===== src/design/power_zone_time_accumulator_macros.svh =====
// ----------------------------------------------------------------------------
// Power zone time accumulator assertion macros
// Concurrent assertion wrappers shared by the design files.
// ----------------------------------------------------------------------------
`ifndef POWER_ZONE_TIME_ACCUMULATOR_MACROS_SVH
`define POWER_ZONE_TIME_ACCUMULATOR_MACROS_SVH

`ifndef ASSERT_OFF

// Checks an implication or expression on every clock edge outside reset.
`define PZTA_ASSERT(lbl, clk, rst_n, prop, msg) \
	lbl: assert property (@(posedge clk) disable iff (!rst_n) prop) else $error(msg);

// Checks that an expression is never true outside reset.
`define PZTA_ASSERT_NEVER(lbl, clk, rst_n, expr, msg) \
	lbl: assert property (@(posedge clk) disable iff (!rst_n) !(expr)) else $error(msg);

`else

`define PZTA_ASSERT(lbl, clk, rst_n, prop, msg)
`define PZTA_ASSERT_NEVER(lbl, clk, rst_n, expr, msg)

`endif

`endif


===== src/design/pzta_pkg.sv =====
// ----------------------------------------------------------------------------
// Power zone time accumulator package
// Widths, types and constants shared by the accumulator modules.
// ----------------------------------------------------------------------------
`timescale 1ns / 1ps

package pzta_pkg;

	localparam int PowerW    = 12;
	localparam int TimeW     = 32;
	localparam int EnergyW   = 40;
	localparam int ZoneTimeW = 24;
	localparam int ZoneCount = 6;
	localparam int ZoneIdxW  = 3;
	localparam int CfgCount  = 5;
	localparam int CfgIdxW   = 3;
	localparam int ProdW     = PowerW + TimeW;
	localparam int SweepW    = $clog2(ZoneCount + 1);

	// kcal in Q8 is energy * 6400 / 22489. It is formed as the energy times a
	// rounded-up reciprocal scaled by 2^56; the rounding error stays below
	// 2^-16 for any 40-bit energy, well under the 1/22489 gap to the next
	// integer, so the floor is exact.
	localparam int KcalNum    = 6400;
	localparam int KcalDen    = 22489;
	localparam int KcalShift  = 56;
	localparam int KcalWideW  = 72;
	localparam int KcalRecipW = 55;
	// The energy is split into two 20-bit halves, the reciprocal into a 27-bit
	// upper and a 28-bit lower part, so each partial product fits 48 bits.
	localparam int KcalELoW   = 20;
	localparam int KcalMLoW   = 28;
	localparam int KcalPpW    = 48;
	localparam int KcalSumW   = 96;

	localparam logic [KcalWideW-1:0] KcalRecipWide =
		((KcalWideW'(1) << KcalShift) * KcalWideW'(KcalNum) + KcalWideW'(KcalDen) -
		KcalWideW'(1)) / KcalWideW'(KcalDen);
	localparam logic [KcalRecipW-1:0] KcalRecip = KcalRecipWide[KcalRecipW-1:0];

	typedef logic [PowerW-1:0]    power_t;
	typedef logic [TimeW-1:0]     time_t;
	typedef logic [EnergyW-1:0]   energy_t;
	typedef logic [ZoneTimeW-1:0] zone_time_t;
	typedef logic [ZoneIdxW-1:0]  zone_idx_t;
	typedef logic [CfgIdxW-1:0]   cfg_idx_t;
	typedef logic [ProdW-1:0]     prod_t;

	localparam energy_t    EnergyMax   = '1;
	localparam zone_time_t ZoneTimeMax = '1;

	typedef enum logic [2:0] {
		ST_IDLE,
		ST_READ,
		ST_ACCUM,
		ST_START,
		ST_DIVIDE,
		ST_SWEEP
	} pzta_state_t;

	typedef struct packed {
		logic       we;
		zone_idx_t  addr;
		zone_time_t data;
	} ram_wr_t;

	typedef struct packed {
		logic busy;
		logic done;
	} div_status_t;

endpackage


===== src/design/pzta_in_if.sv =====
// ----------------------------------------------------------------------------
// Power sample channel
// Valid/ready channel carrying one power sample and its timestamp.
// ----------------------------------------------------------------------------
`timescale 1ns / 1ps

interface pzta_in_if;
	import pzta_pkg::*;

	logic   valid;
	logic   ready;
	power_t power_watts;
	time_t  timestamp_s;

	modport source (output valid, output power_watts, output timestamp_s, input ready);
	modport sink (input valid, input power_watts, input timestamp_s, output ready);

endinterface


===== src/design/pzta_out_if.sv =====
// ----------------------------------------------------------------------------
// Accumulated result channel
// Valid/ready channel carrying the running totals after one sample.
// ----------------------------------------------------------------------------
`timescale 1ns / 1ps

interface pzta_out_if;
	import pzta_pkg::*;

	logic       valid;
	logic       ready;
	logic       counted;
	zone_idx_t  zone_index;
	power_t     peak_power;
	energy_t    energy_joules;
	energy_t    kcal_q8;
	zone_time_t zone_time_0;
	zone_time_t zone_time_1;
	zone_time_t zone_time_2;
	zone_time_t zone_time_3;
	zone_time_t zone_time_4;
	zone_time_t zone_time_5;

	modport source (
		output valid, output counted, output zone_index, output peak_power,
		output energy_joules, output kcal_q8,
		output zone_time_0, output zone_time_1, output zone_time_2,
		output zone_time_3, output zone_time_4, output zone_time_5,
		input ready
	);
	modport sink (
		input valid, input counted, input zone_index, input peak_power,
		input energy_joules, input kcal_q8,
		input zone_time_0, input zone_time_1, input zone_time_2,
		input zone_time_3, input zone_time_4, input zone_time_5,
		output ready
	);

endinterface


===== src/design/pzta_zone_ram.sv =====
// ----------------------------------------------------------------------------
// Zone timer memory
// Six-entry timer store, one write and one registered read per cycle.
// ----------------------------------------------------------------------------
`timescale 1ns / 1ps

module pzta_zone_ram (
	input  logic                clk,
	input  logic                arst_n,
	input  pzta_pkg::ram_wr_t   wr,
	input  pzta_pkg::zone_idx_t raddr,
	output pzta_pkg::zone_time_t rdata
);
	import pzta_pkg::*;

	zone_time_t             mem [ZoneCount];
	logic [ZoneCount-1:0]   valid_q;
	zone_time_t             rdata_q;

	// Entries that were never written since reset read as zero.
	always_ff @(posedge clk or negedge arst_n) begin
		if (!arst_n) begin
			valid_q <= '0;
		end else if (wr.we && wr.addr < ZoneIdxW'(ZoneCount)) begin
			valid_q[wr.addr] <= 1'b1;
		end
	end

	always_ff @(posedge clk) begin
		if (wr.we && wr.addr < ZoneIdxW'(ZoneCount)) begin
			mem[wr.addr] <= wr.data;
		end
	end

	always_ff @(posedge clk) begin
		if (raddr < ZoneIdxW'(ZoneCount) && valid_q[raddr]) begin
			rdata_q <= mem[raddr];
		end else begin
			rdata_q <= '0;
		end
	end

	assign rdata = rdata_q;

endmodule


===== src/design/pzta_kcal_div.sv =====
// ----------------------------------------------------------------------------
// Calorie divider
// Division of energy * 6400 by 22489 through reciprocal multiplication.
// ----------------------------------------------------------------------------
`timescale 1ns / 1ps
`include "power_zone_time_accumulator_macros.svh"

module pzta_kcal_div (
	input  logic                    clk,
	input  logic                    arst_n,
	input  logic                    start,
	input  pzta_pkg::energy_t       energy,
	output pzta_pkg::energy_t       quotient,
	output pzta_pkg::div_status_t   status
);
	import pzta_pkg::*;

	logic                             busy_q;
	logic                             done_q;
	logic [KcalPpW-1:0]               pp_hh_s1;
	logic [KcalPpW-1:0]               pp_hl_s1;
	logic [KcalPpW-1:0]               pp_lh_s1;
	logic [KcalPpW-1:0]               pp_ll_s1;
	energy_t                          quot_q;

	logic [KcalELoW-1:0]              e_lo;
	logic [EnergyW-KcalELoW-1:0]      e_hi;
	logic [KcalMLoW-1:0]              m_lo;
	logic [KcalRecipW-KcalMLoW-1:0]   m_hi;
	logic [KcalSumW-1:0]              prod_sum;

	assign e_lo = energy[KcalELoW-1:0];
	assign e_hi = energy[EnergyW-1:KcalELoW];
	assign m_lo = KcalRecip[KcalMLoW-1:0];
	assign m_hi = KcalRecip[KcalRecipW-1:KcalMLoW];

	// The four partial products are taken in the start cycle and summed in the
	// next one; the quotient is the sum shifted down by the reciprocal scale.
	assign prod_sum = (KcalSumW'(pp_hh_s1) << (KcalELoW + KcalMLoW)) +
		(KcalSumW'(pp_hl_s1) << KcalELoW) +
		(KcalSumW'(pp_lh_s1) << KcalMLoW) +
		KcalSumW'(pp_ll_s1);

	always_ff @(posedge clk or negedge arst_n) begin
		if (!arst_n) begin
			busy_q <= 1'b0;
			done_q <= 1'b0;
		end else begin
			busy_q <= start;
			done_q <= busy_q;
		end
	end

	always_ff @(posedge clk) begin
		if (start) begin
			pp_hh_s1 <= KcalPpW'(e_hi) * KcalPpW'(m_hi);
			pp_hl_s1 <= KcalPpW'(e_hi) * KcalPpW'(m_lo);
			pp_lh_s1 <= KcalPpW'(e_lo) * KcalPpW'(m_hi);
			pp_ll_s1 <= KcalPpW'(e_lo) * KcalPpW'(m_lo);
		end
		if (busy_q) begin
			quot_q <= prod_sum[KcalSumW-1:KcalShift];
		end
	end

	assign quotient    = quot_q;
	assign status.busy = busy_q;
	assign status.done = done_q;

	`PZTA_ASSERT_NEVER(a_start_while_busy, clk, arst_n, start && busy_q, "divider restarted while busy")
	`PZTA_ASSERT(a_done_after_busy, clk, arst_n, done_q |-> $past(busy_q), "divider done without a run")
	`PZTA_ASSERT(a_quot_fits, clk, arst_n, done_q |-> !quot_q[EnergyW-1], "quotient overflow")

endmodule


===== src/design/power_zone_time_accumulator.sv =====
// ----------------------------------------------------------------------------
// Power zone time accumulator
// Accumulates peak power, energy, calories and time per power zone.
// ----------------------------------------------------------------------------
// A result is offered once its accepted sample has gone through the zone timer
// read-modify-write and energy update, the reciprocal calorie multiply and a
// read-out sweep of the timers. No new sample is accepted until the result of the
// last one has been swept out, and the sweep waits while a result is not taken.
// Reset clears all totals, the thresholds and the first-sample flag at once.
`timescale 1ns / 1ps
`include "power_zone_time_accumulator_macros.svh"

module power_zone_time_accumulator (
	input  logic              clk,
	input  logic              arst_n,
	input  logic              cfg_we,
	input  pzta_pkg::cfg_idx_t cfg_index,
	input  pzta_pkg::power_t  cfg_data,
	pzta_in_if.sink           samples,
	pzta_out_if.source        results
);
	import pzta_pkg::*;

	// Control state.
	pzta_state_t   state_q;
	pzta_state_t   state_d;
	logic          seen_first_q;
	power_t        upper_q [CfgCount];
	time_t         prev_time_q;
	power_t        max_q;
	energy_t       energy_q;
	logic [SweepW-1:0] sweep_q;
	logic          out_valid_q;

	// Pipeline registers of the current sample.
	power_t        power_s1;
	time_t         step_s1;
	zone_idx_t     zone_s1;
	logic          counted_s1;
	prod_t         prod_s2;

	// Result register.
	logic          out_counted_q;
	zone_idx_t     out_zone_q;
	power_t        out_peak_q;
	energy_t       out_energy_q;
	energy_t       out_kcal_q;
	zone_time_t    out_zt_q [ZoneCount];

	// Combinational signals.
	logic          accept;
	logic          sweep_go;
	logic          sweep_last;
	zone_idx_t     zone_sel;
	time_t         step_now;
	zone_idx_t     ram_raddr;
	zone_time_t    ram_rdata;
	ram_wr_t       ram_wr;
	logic [TimeW:0] zone_sum;
	logic [ProdW:0] energy_sum;
	logic          div_start;
	energy_t       div_quot;
	div_status_t   div_st;

	// ------------------------------------------------------------------------
	// Zone selection: the first zone whose inclusive upper bound is not
	// exceeded wins, so thresholds that do not ascend still give a zone.
	// ------------------------------------------------------------------------
	always_comb begin
		zone_sel = ZoneIdxW'(CfgCount);
		for (int z = CfgCount - 1; z >= 0; z--) begin
			if (samples.power_watts <= upper_q[z]) begin
				zone_sel = ZoneIdxW'(z);
			end
		end
	end

	// A timestamp that goes backward gives a step of zero.
	assign step_now = (samples.timestamp_s >= prev_time_q) ?
		(samples.timestamp_s - prev_time_q) : '0;

	assign accept     = samples.valid && samples.ready;
	assign sweep_go   = (state_q == ST_SWEEP) && !out_valid_q;
	assign sweep_last = sweep_q == SweepW'(ZoneCount);

	// Saturating updates of the zone timer and the energy total.
	assign zone_sum   = (TimeW + 1)'(ram_rdata) + (TimeW + 1)'(step_s1);
	assign energy_sum = (ProdW + 1)'(energy_q) + (ProdW + 1)'(prod_s2);

	// ------------------------------------------------------------------------
	// Next state.
	// ------------------------------------------------------------------------
	always_comb begin
		state_d = state_q;
		case (state_q)
			ST_IDLE: begin
				if (accept) begin
					state_d = ST_READ;
				end
			end
			ST_READ:   state_d = ST_ACCUM;
			ST_ACCUM:  state_d = ST_START;
			ST_START:  state_d = ST_DIVIDE;
			ST_DIVIDE: begin
				if (div_st.done) begin
					state_d = ST_SWEEP;
				end
			end
			ST_SWEEP: begin
				if (sweep_go && sweep_last) begin
					state_d = ST_IDLE;
				end
			end
			default: state_d = ST_IDLE;
		endcase
	end

	// ------------------------------------------------------------------------
	// State outputs: the memory is read at the sample's zone on acceptance,
	// written back in the next cycle, and read entry by entry in the sweep.
	// ------------------------------------------------------------------------
	always_comb begin
		samples.ready = 1'b0;
		ram_raddr     = zone_sel;
		ram_wr.we     = 1'b0;
		ram_wr.addr   = zone_s1;
		ram_wr.data   = (zone_sum > (TimeW + 1)'(ZoneTimeMax)) ?
			ZoneTimeMax : zone_sum[ZoneTimeW-1:0];
		div_start     = 1'b0;
		case (state_q)
			ST_IDLE: begin
				samples.ready = 1'b1;
			end
			ST_READ: begin
				ram_wr.we = counted_s1;
			end
			ST_START: begin
				div_start = 1'b1;
			end
			ST_SWEEP: begin
				ram_raddr = sweep_q[ZoneIdxW-1:0];
			end
			default: begin
			end
		endcase
	end

	// ------------------------------------------------------------------------
	// Control registers.
	// ------------------------------------------------------------------------
	always_ff @(posedge clk or negedge arst_n) begin
		if (!arst_n) begin
			state_q      <= ST_IDLE;
			seen_first_q <= 1'b0;
			for (int i = 0; i < CfgCount; i++) begin
				upper_q[i] <= '0;
			end
			prev_time_q  <= '0;
			max_q        <= '0;
			energy_q     <= '0;
			sweep_q      <= '0;
			out_valid_q  <= 1'b0;
		end else begin
			state_q <= state_d;

			// Writes to an index beyond the threshold registers are dropped.
			if (cfg_we && cfg_index < CfgIdxW'(CfgCount)) begin
				upper_q[cfg_index] <= cfg_data;
			end

			if (accept) begin
				seen_first_q <= 1'b1;
				prev_time_q  <= samples.timestamp_s;
				if (seen_first_q && samples.power_watts > max_q) begin
					max_q <= samples.power_watts;
				end
			end

			if (state_q == ST_ACCUM && counted_s1) begin
				energy_q <= (energy_sum > (ProdW + 1)'(EnergyMax)) ?
					EnergyMax : energy_sum[EnergyW-1:0];
			end

			if (sweep_go) begin
				sweep_q <= sweep_last ? '0 : sweep_q + 1'b1;
			end

			if (results.valid && results.ready) begin
				out_valid_q <= 1'b0;
			end else if (sweep_go && sweep_last) begin
				out_valid_q <= 1'b1;
			end
		end
	end

	// ------------------------------------------------------------------------
	// Datapath registers.
	// ------------------------------------------------------------------------
	always_ff @(posedge clk) begin
		if (accept) begin
			power_s1   <= samples.power_watts;
			step_s1    <= seen_first_q ? step_now : '0;
			zone_s1    <= seen_first_q ? zone_sel : '0;
			counted_s1 <= seen_first_q;
		end
		if (state_q == ST_READ) begin
			prod_s2 <= ProdW'(power_s1) * ProdW'(step_s1);
		end
	end

	// Read data of the sweep arrives in the cycle after its address.
	always_ff @(posedge clk) begin
		if (sweep_go) begin
			if (sweep_q != '0) begin
				out_zt_q[ZoneIdxW'(sweep_q - 1'b1)] <= ram_rdata;
			end
			if (sweep_last) begin
				out_counted_q <= counted_s1;
				out_zone_q    <= zone_s1;
				out_peak_q    <= max_q;
				out_energy_q  <= energy_q;
				out_kcal_q    <= div_quot;
			end
		end
	end

	pzta_zone_ram u_zone_ram (
		.clk    (clk),
		.arst_n (arst_n),
		.wr     (ram_wr),
		.raddr  (ram_raddr),
		.rdata  (ram_rdata)
	);

	pzta_kcal_div u_kcal_div (
		.clk      (clk),
		.arst_n   (arst_n),
		.start    (div_start),
		.energy   (energy_q),
		.quotient (div_quot),
		.status   (div_st)
	);

	assign results.valid         = out_valid_q;
	assign results.counted       = out_counted_q;
	assign results.zone_index    = out_zone_q;
	assign results.peak_power    = out_peak_q;
	assign results.energy_joules = out_energy_q;
	assign results.kcal_q8       = out_kcal_q;
	assign results.zone_time_0   = out_zt_q[0];
	assign results.zone_time_1   = out_zt_q[1];
	assign results.zone_time_2   = out_zt_q[2];
	assign results.zone_time_3   = out_zt_q[3];
	assign results.zone_time_4   = out_zt_q[4];
	assign results.zone_time_5   = out_zt_q[5];

	`PZTA_ASSERT_NEVER(a_accept_div_busy, clk, arst_n, accept && div_st.busy, "sample taken while dividing")
	`PZTA_ASSERT(a_zone_range, clk, arst_n, (state_q == ST_READ) |-> (zone_s1 < ZoneIdxW'(ZoneCount)), "zone out of range")
	`PZTA_ASSERT(a_sweep_free, clk, arst_n, (sweep_q != '0) |-> !out_valid_q, "sweep overwrote a pending result")
	`PZTA_ASSERT(a_uncounted_zone, clk, arst_n, (out_valid_q && !out_counted_q) |-> (out_zone_q == '0), "zone set on first sample")

endmodule

===== src/flat_wrapper.sv =====
// flat-port wrapper written by rule: the top's interface ports become plain ports
module power_zone_time_accumulator_flat import pzta_pkg::*;
  (clk, arst_n, cfg_we, cfg_index, cfg_data, samples_valid, samples_power_watts, samples_timestamp_s, samples_ready, results_valid, results_counted, results_zone_index, results_peak_power, results_energy_joules, results_kcal_q8, results_zone_time_0, results_zone_time_1, results_zone_time_2, results_zone_time_3, results_zone_time_4, results_zone_time_5, results_ready);
  pzta_in_if samples_i ();
  pzta_out_if results_i ();
  input  logic clk;
  input  logic arst_n;
  input  logic cfg_we;
  input  pzta_pkg::cfg_idx_t cfg_index;
  input  pzta_pkg::power_t cfg_data;
  input wire logic [$bits(samples_i.valid)-1:0] samples_valid;
  input wire logic [$bits(samples_i.power_watts)-1:0] samples_power_watts;
  input wire logic [$bits(samples_i.timestamp_s)-1:0] samples_timestamp_s;
  output wire logic [$bits(samples_i.ready)-1:0] samples_ready;
  output wire logic [$bits(results_i.valid)-1:0] results_valid;
  output wire logic [$bits(results_i.counted)-1:0] results_counted;
  output wire logic [$bits(results_i.zone_index)-1:0] results_zone_index;
  output wire logic [$bits(results_i.peak_power)-1:0] results_peak_power;
  output wire logic [$bits(results_i.energy_joules)-1:0] results_energy_joules;
  output wire logic [$bits(results_i.kcal_q8)-1:0] results_kcal_q8;
  output wire logic [$bits(results_i.zone_time_0)-1:0] results_zone_time_0;
  output wire logic [$bits(results_i.zone_time_1)-1:0] results_zone_time_1;
  output wire logic [$bits(results_i.zone_time_2)-1:0] results_zone_time_2;
  output wire logic [$bits(results_i.zone_time_3)-1:0] results_zone_time_3;
  output wire logic [$bits(results_i.zone_time_4)-1:0] results_zone_time_4;
  output wire logic [$bits(results_i.zone_time_5)-1:0] results_zone_time_5;
  input wire logic [$bits(results_i.ready)-1:0] results_ready;
  assign samples_i.valid = samples_valid;
  assign samples_i.power_watts = samples_power_watts;
  assign samples_i.timestamp_s = samples_timestamp_s;
  assign samples_ready = samples_i.ready;
  assign results_valid = results_i.valid;
  assign results_counted = results_i.counted;
  assign results_zone_index = results_i.zone_index;
  assign results_peak_power = results_i.peak_power;
  assign results_energy_joules = results_i.energy_joules;
  assign results_kcal_q8 = results_i.kcal_q8;
  assign results_zone_time_0 = results_i.zone_time_0;
  assign results_zone_time_1 = results_i.zone_time_1;
  assign results_zone_time_2 = results_i.zone_time_2;
  assign results_zone_time_3 = results_i.zone_time_3;
  assign results_zone_time_4 = results_i.zone_time_4;
  assign results_zone_time_5 = results_i.zone_time_5;
  assign results_i.ready = results_ready;
  power_zone_time_accumulator u_core (.clk(clk), .arst_n(arst_n), .cfg_we(cfg_we), .cfg_index(cfg_index), .cfg_data(cfg_data), .samples(samples_i), .results(results_i));
endmodule

===== config.mk =====
export PLATFORM = sky130hd
export DESIGN_NAME = power_zone_time_accumulator_flat
export DESIGN_NICKNAME = d
export VERILOG_FILES = /design/src/design/pzta_pkg.sv /design/src/design/pzta_in_if.sv /design/src/design/pzta_out_if.sv /design/src/design/pzta_zone_ram.sv /design/src/design/pzta_kcal_div.sv /design/src/design/power_zone_time_accumulator.sv /design/src/flat_wrapper.sv
export VERILOG_INCLUDE_DIRS = /design/src /design/src/design
export SDC_FILE = /design/constraint.sdc
export NUM_CORES = 2
export LEC_CHECK = 0
export BUFFER_PORTS_ARGS = -buffer_cell sky130_fd_sc_hd__buf_2
export CORE_MARGIN = 1.5
export CORE_UTILIZATION = 25
export DETAILED_ROUTE_END_ITERATION = 12
export PLACE_DENSITY_LB_ADDON = 0.1
export SYNTH_ARGS = -nofsm -noshare
export SYNTH_HDL_FRONTEND = slang
export SYNTH_SLANG_ARGS = --single-unit

===== constraint.sdc =====
create_clock -name clk -period 14.3 [get_ports clk]
set_input_delay 2.145 -clock clk [delete_from_list [all_inputs] [get_ports clk]]
set_output_delay 2.145 -clock clk [all_outputs]
set_load 0.005 [all_outputs]

==> results.md <==
- Status: finished clean
- Slew Viols, Final: 0
- CTS tree: done
- Share of layout cells above drive strength 1: 10.1%
- Placed Area: around 0.086 mm^2
- Post-cts sizing count: 0
- Die height: ~560 um
- Post-DR vias/cell: 4.40
- Post-synth EDFFs: 677
- Worst R2R Setup Slack: between 6000 and 7000 ps
- GPL Wtd Cong: 0.826
- GRT Util Overall: 15.3%
- Hold_buf cts: 0
- Post-synth ARST share: 18.6%
- First-pass GRT wire length: between 300,000 and 400,000 um
- Yosys warns: 0
- Layout area overhead: 13.8%
- Clk slew on worst S/H paths: 60 ps
- Starting Density: 25.1%
- Std-Cell Rows: 206
- Cell Area, Synth: 0.0789 mm^2
- H-tree depth: 3
- Initial DRC Count: 2,496
- Global route overflow: 0
- Final Cell Area: ~0.090 mm^2
- Die Outline Area: approximately 0.32 mm^2
- WHS: approximately 390 ps
- Root Buffer Master: clkbuf_16
- Skew-Pair Late Insertion Delay: ~910 ps
- HP Class: flip-flop to flip-flop
- Input/output buffers: 305
- Ys flop type: edfxtp_1
- Post-route ant nets: 0
- Clock buffer depth: 4
- # IOs: 306
- Syn Inst Count: 7,023
- Post-synth top area share: 25.8%
- Drt drc: 0
- Worst-path maximum fanout: 14
- Clock sink count: roughly 860
- Fin nets: around 9,400
- Post-detail-place hpwl: 190,000 um
- Core footprint: 0.314 mm^2
- Max-Cap Viols: 0
- Routed WL: 243,000 um
- Antenna violations before repair: 4
- Drt wl/cell: 20.9 um
- Req. time, crit path: 14,880 ps
- Die width: 565 um
- Cts bufs inserted: between 100 and 150
- Min Clock Period, post-route: ~8000 ps
- Total number of vias: approximately 50,000
- Post-CTS Setup Repair Bufs: 0
- Clk_skew: about 160 ps
- Critical path type: flip-flop to flip-flop
- Worst R2R End: u_core.u_kcal_div.pp_ll_s1[47]
- Setup_tns: 0 ps
- Vias in the first global route: 55,700
- Reg2reg start: u_core.energy_q[19]
- Final hold vios: 0
- Worst Reg2Reg Path Length in Cells: 20
- Final Util: 28.5%
- Crit path top cell by count: fa_1
- CP arrival: 8600 ps
- Syn Nets: 9,045
- CP max stage delay: 820 ps
- First-pass DRT Iterations: 5
- Worst Hold Path EP: u_core.u_kcal_div.done_q
- Post-synthesis sequential area ratio: between 30% and 40%
- Final period util: a little under three fifths
- Largest net degree at the start of global routing: just under 80
- Number of synthesized register bits: 861
- Commonest non-fill, non-tap cell in the layout: inv_1
- RSZ-0062 raised after global routing: false
- Setup violators final: 0
- CP max stage cell: fa_1
- Hold_sp: u_core.u_kcal_div.busy_q
- Crit start category: flip-flop
- Hold path cells: 0
- Post-synth top area cell: edfxtp_1
- Fmax: between 100 and 150 MHz
- Worst-Margin Slew: 1110 ps
- Area contributors post-synth: edfxtp_1 (26%), fa_1 (23%), ha_1 (17%), inv_1 (6.2%), dfrtp_1 (5.1%)
- Slew HR: 25.2%
- Critical Path End Type: flip-flop
- Most frequent cells in the layout: inv_1 (1,292), ha_1 (1,047), fa_1 (911)
- Syn Area/Cell: 11.2 um^2
- Cells along the critical path: fa_1 -> inv_1 -> fa_1 -> inv_1 -> fa_1 -> fa_1 -> fa_1 -> fa_1 -> ha_1 -> ha_1 -> and3_1 -> a221o_1 -> a211oi_2 -> a2111oi_2 -> o211ai_1 -> o2111ai_1 -> a21oi_1 -> o21ai_0 -> or2_2 -> and2_1
- Post-synth cell types: between 90 and 100
==> layer usage <==
layer | part of all wire, % | global-route usage [%]
met2 | 48 | 26.3
met5 | 0 | 0
met1 | 47 | 20.6
met3 | 3.1 | 1.87
met4 | 2.1 | 3.17
==> critical path: cells and delay by family, from the launching register on <==
kind	cells	cell delay, ps
flip-flops	1	720
AND/OR/NAND/NOR	3	680
AO/OA/AOI/OAI	7	1860
adder cells (fa/ha/maj)	8	4210
buffers and inverters	2	310
==> layout make-up <==
type	instances	area, um^2
antenna	3	7.51
multi-input combinational	4732	48800
clock buffer	145	3100
inverter	1293	4860
fill	32800	225000
tap	4160	5200
sequential	861	24800
timing repair buffer	398	2230
clock inverter	64	736
==> worst max-delay path by stage <==
stage	from	to	cells after the start
floorplan	u_core.energy_q[17]	u_core.u_kcal_div.pp_ll_s1[37]	20
global placement	u_core.energy_q[19]	u_core.u_kcal_div.pp_ll_s1[47]	20
detailed placement	u_core.energy_q[19]	u_core.u_kcal_div.pp_ll_s1[47]	20
CTS	u_core.energy_q[19]	u_core.u_kcal_div.pp_ll_s1[47]	20
global route	u_core.energy_q[19]	u_core.u_kcal_div.pp_ll_s1[47]	20
finish	u_core.energy_q[19]	u_core.u_kcal_div.pp_ll_s1[47]	20
==> registers in the layout (all words and copies together), names as in the netlist, 6 cells and up <==
signal                        flops
u_core.out_zt_q                 144
u_core.u_zone_ram.mem           144
u_core.upper_q                   60
u_core.u_kcal_div.pp_hl_s1       45
u_core.prod_s2                   44
u_core.u_kcal_div.pp_hh_s1       44
u_core.u_kcal_div.pp_lh_s1       44
u_core.energy_q                  40
u_core.results.energy_joules     40
u_core.results.kcal_q8           40
u_core.u_kcal_div.quotient       40
u_core.prev_time_q               32
u_core.step_s1                   32
u_core.u_kcal_div.pp_ll_s1       28
u_core.u_zone_ram.rdata          24
u_core.max_q                     12
u_core.power_s1                  12
u_core.results.peak_power        12
u_core.u_zone_ram.valid_q         6
==> metrics by stage <==
stage / setup slack, ps / instances
after global routing: 5870 / 11700
final: 6280 / 11700
after global placement: 6230 / 11400
after detailed placement: 6240 / 11400
after CTS: 6180 / 11700
after floorplan: 7280 / 7023
==> kinds of logic (layout without fill, tap and decap cells) <==
| kind of cell | count (synthesis) | in the layout | share of synthesized area [%] |
|---|---|---|---|
| AOI/OAI and AO/OA | 1084 | 1084 | 9.04 |
| adders and majority gates | 1958 | 1958 | 39.7 |
| DFF | 861 | 861 | 31.5 |
| xor gates and xnor gates | 271 | 271 | 3.01 |
| buffers and inverters | 1430 | 1900 | 6.83 |
| and+or+nand+nor | 1306 | 1306 | 7.97 |
| other | 0 | 3 | 0 |
| muxes | 113 | 113 | 1.96 |
==> Yosys cell counts, types with 56 or more instances <==
cell      count
clkbuf_1    114
mux2_2       79
edfxtp_1    677
xnor2_1     175
nand2_1     502
nand3_1      66
xor2_1       96
a21o_1      180
dfrtp_1     160
a21oi_1     284
o21ai_0     245
fa_1        911
and2_1      197
inv_1      1293
nor3_1       62
ha_1       1047
nand4_1      56
nor2_1      216
Power is left out: the tool's default activity adds up to more than one toggle a clock period on the data nets, which glitch-free logic cannot reach.
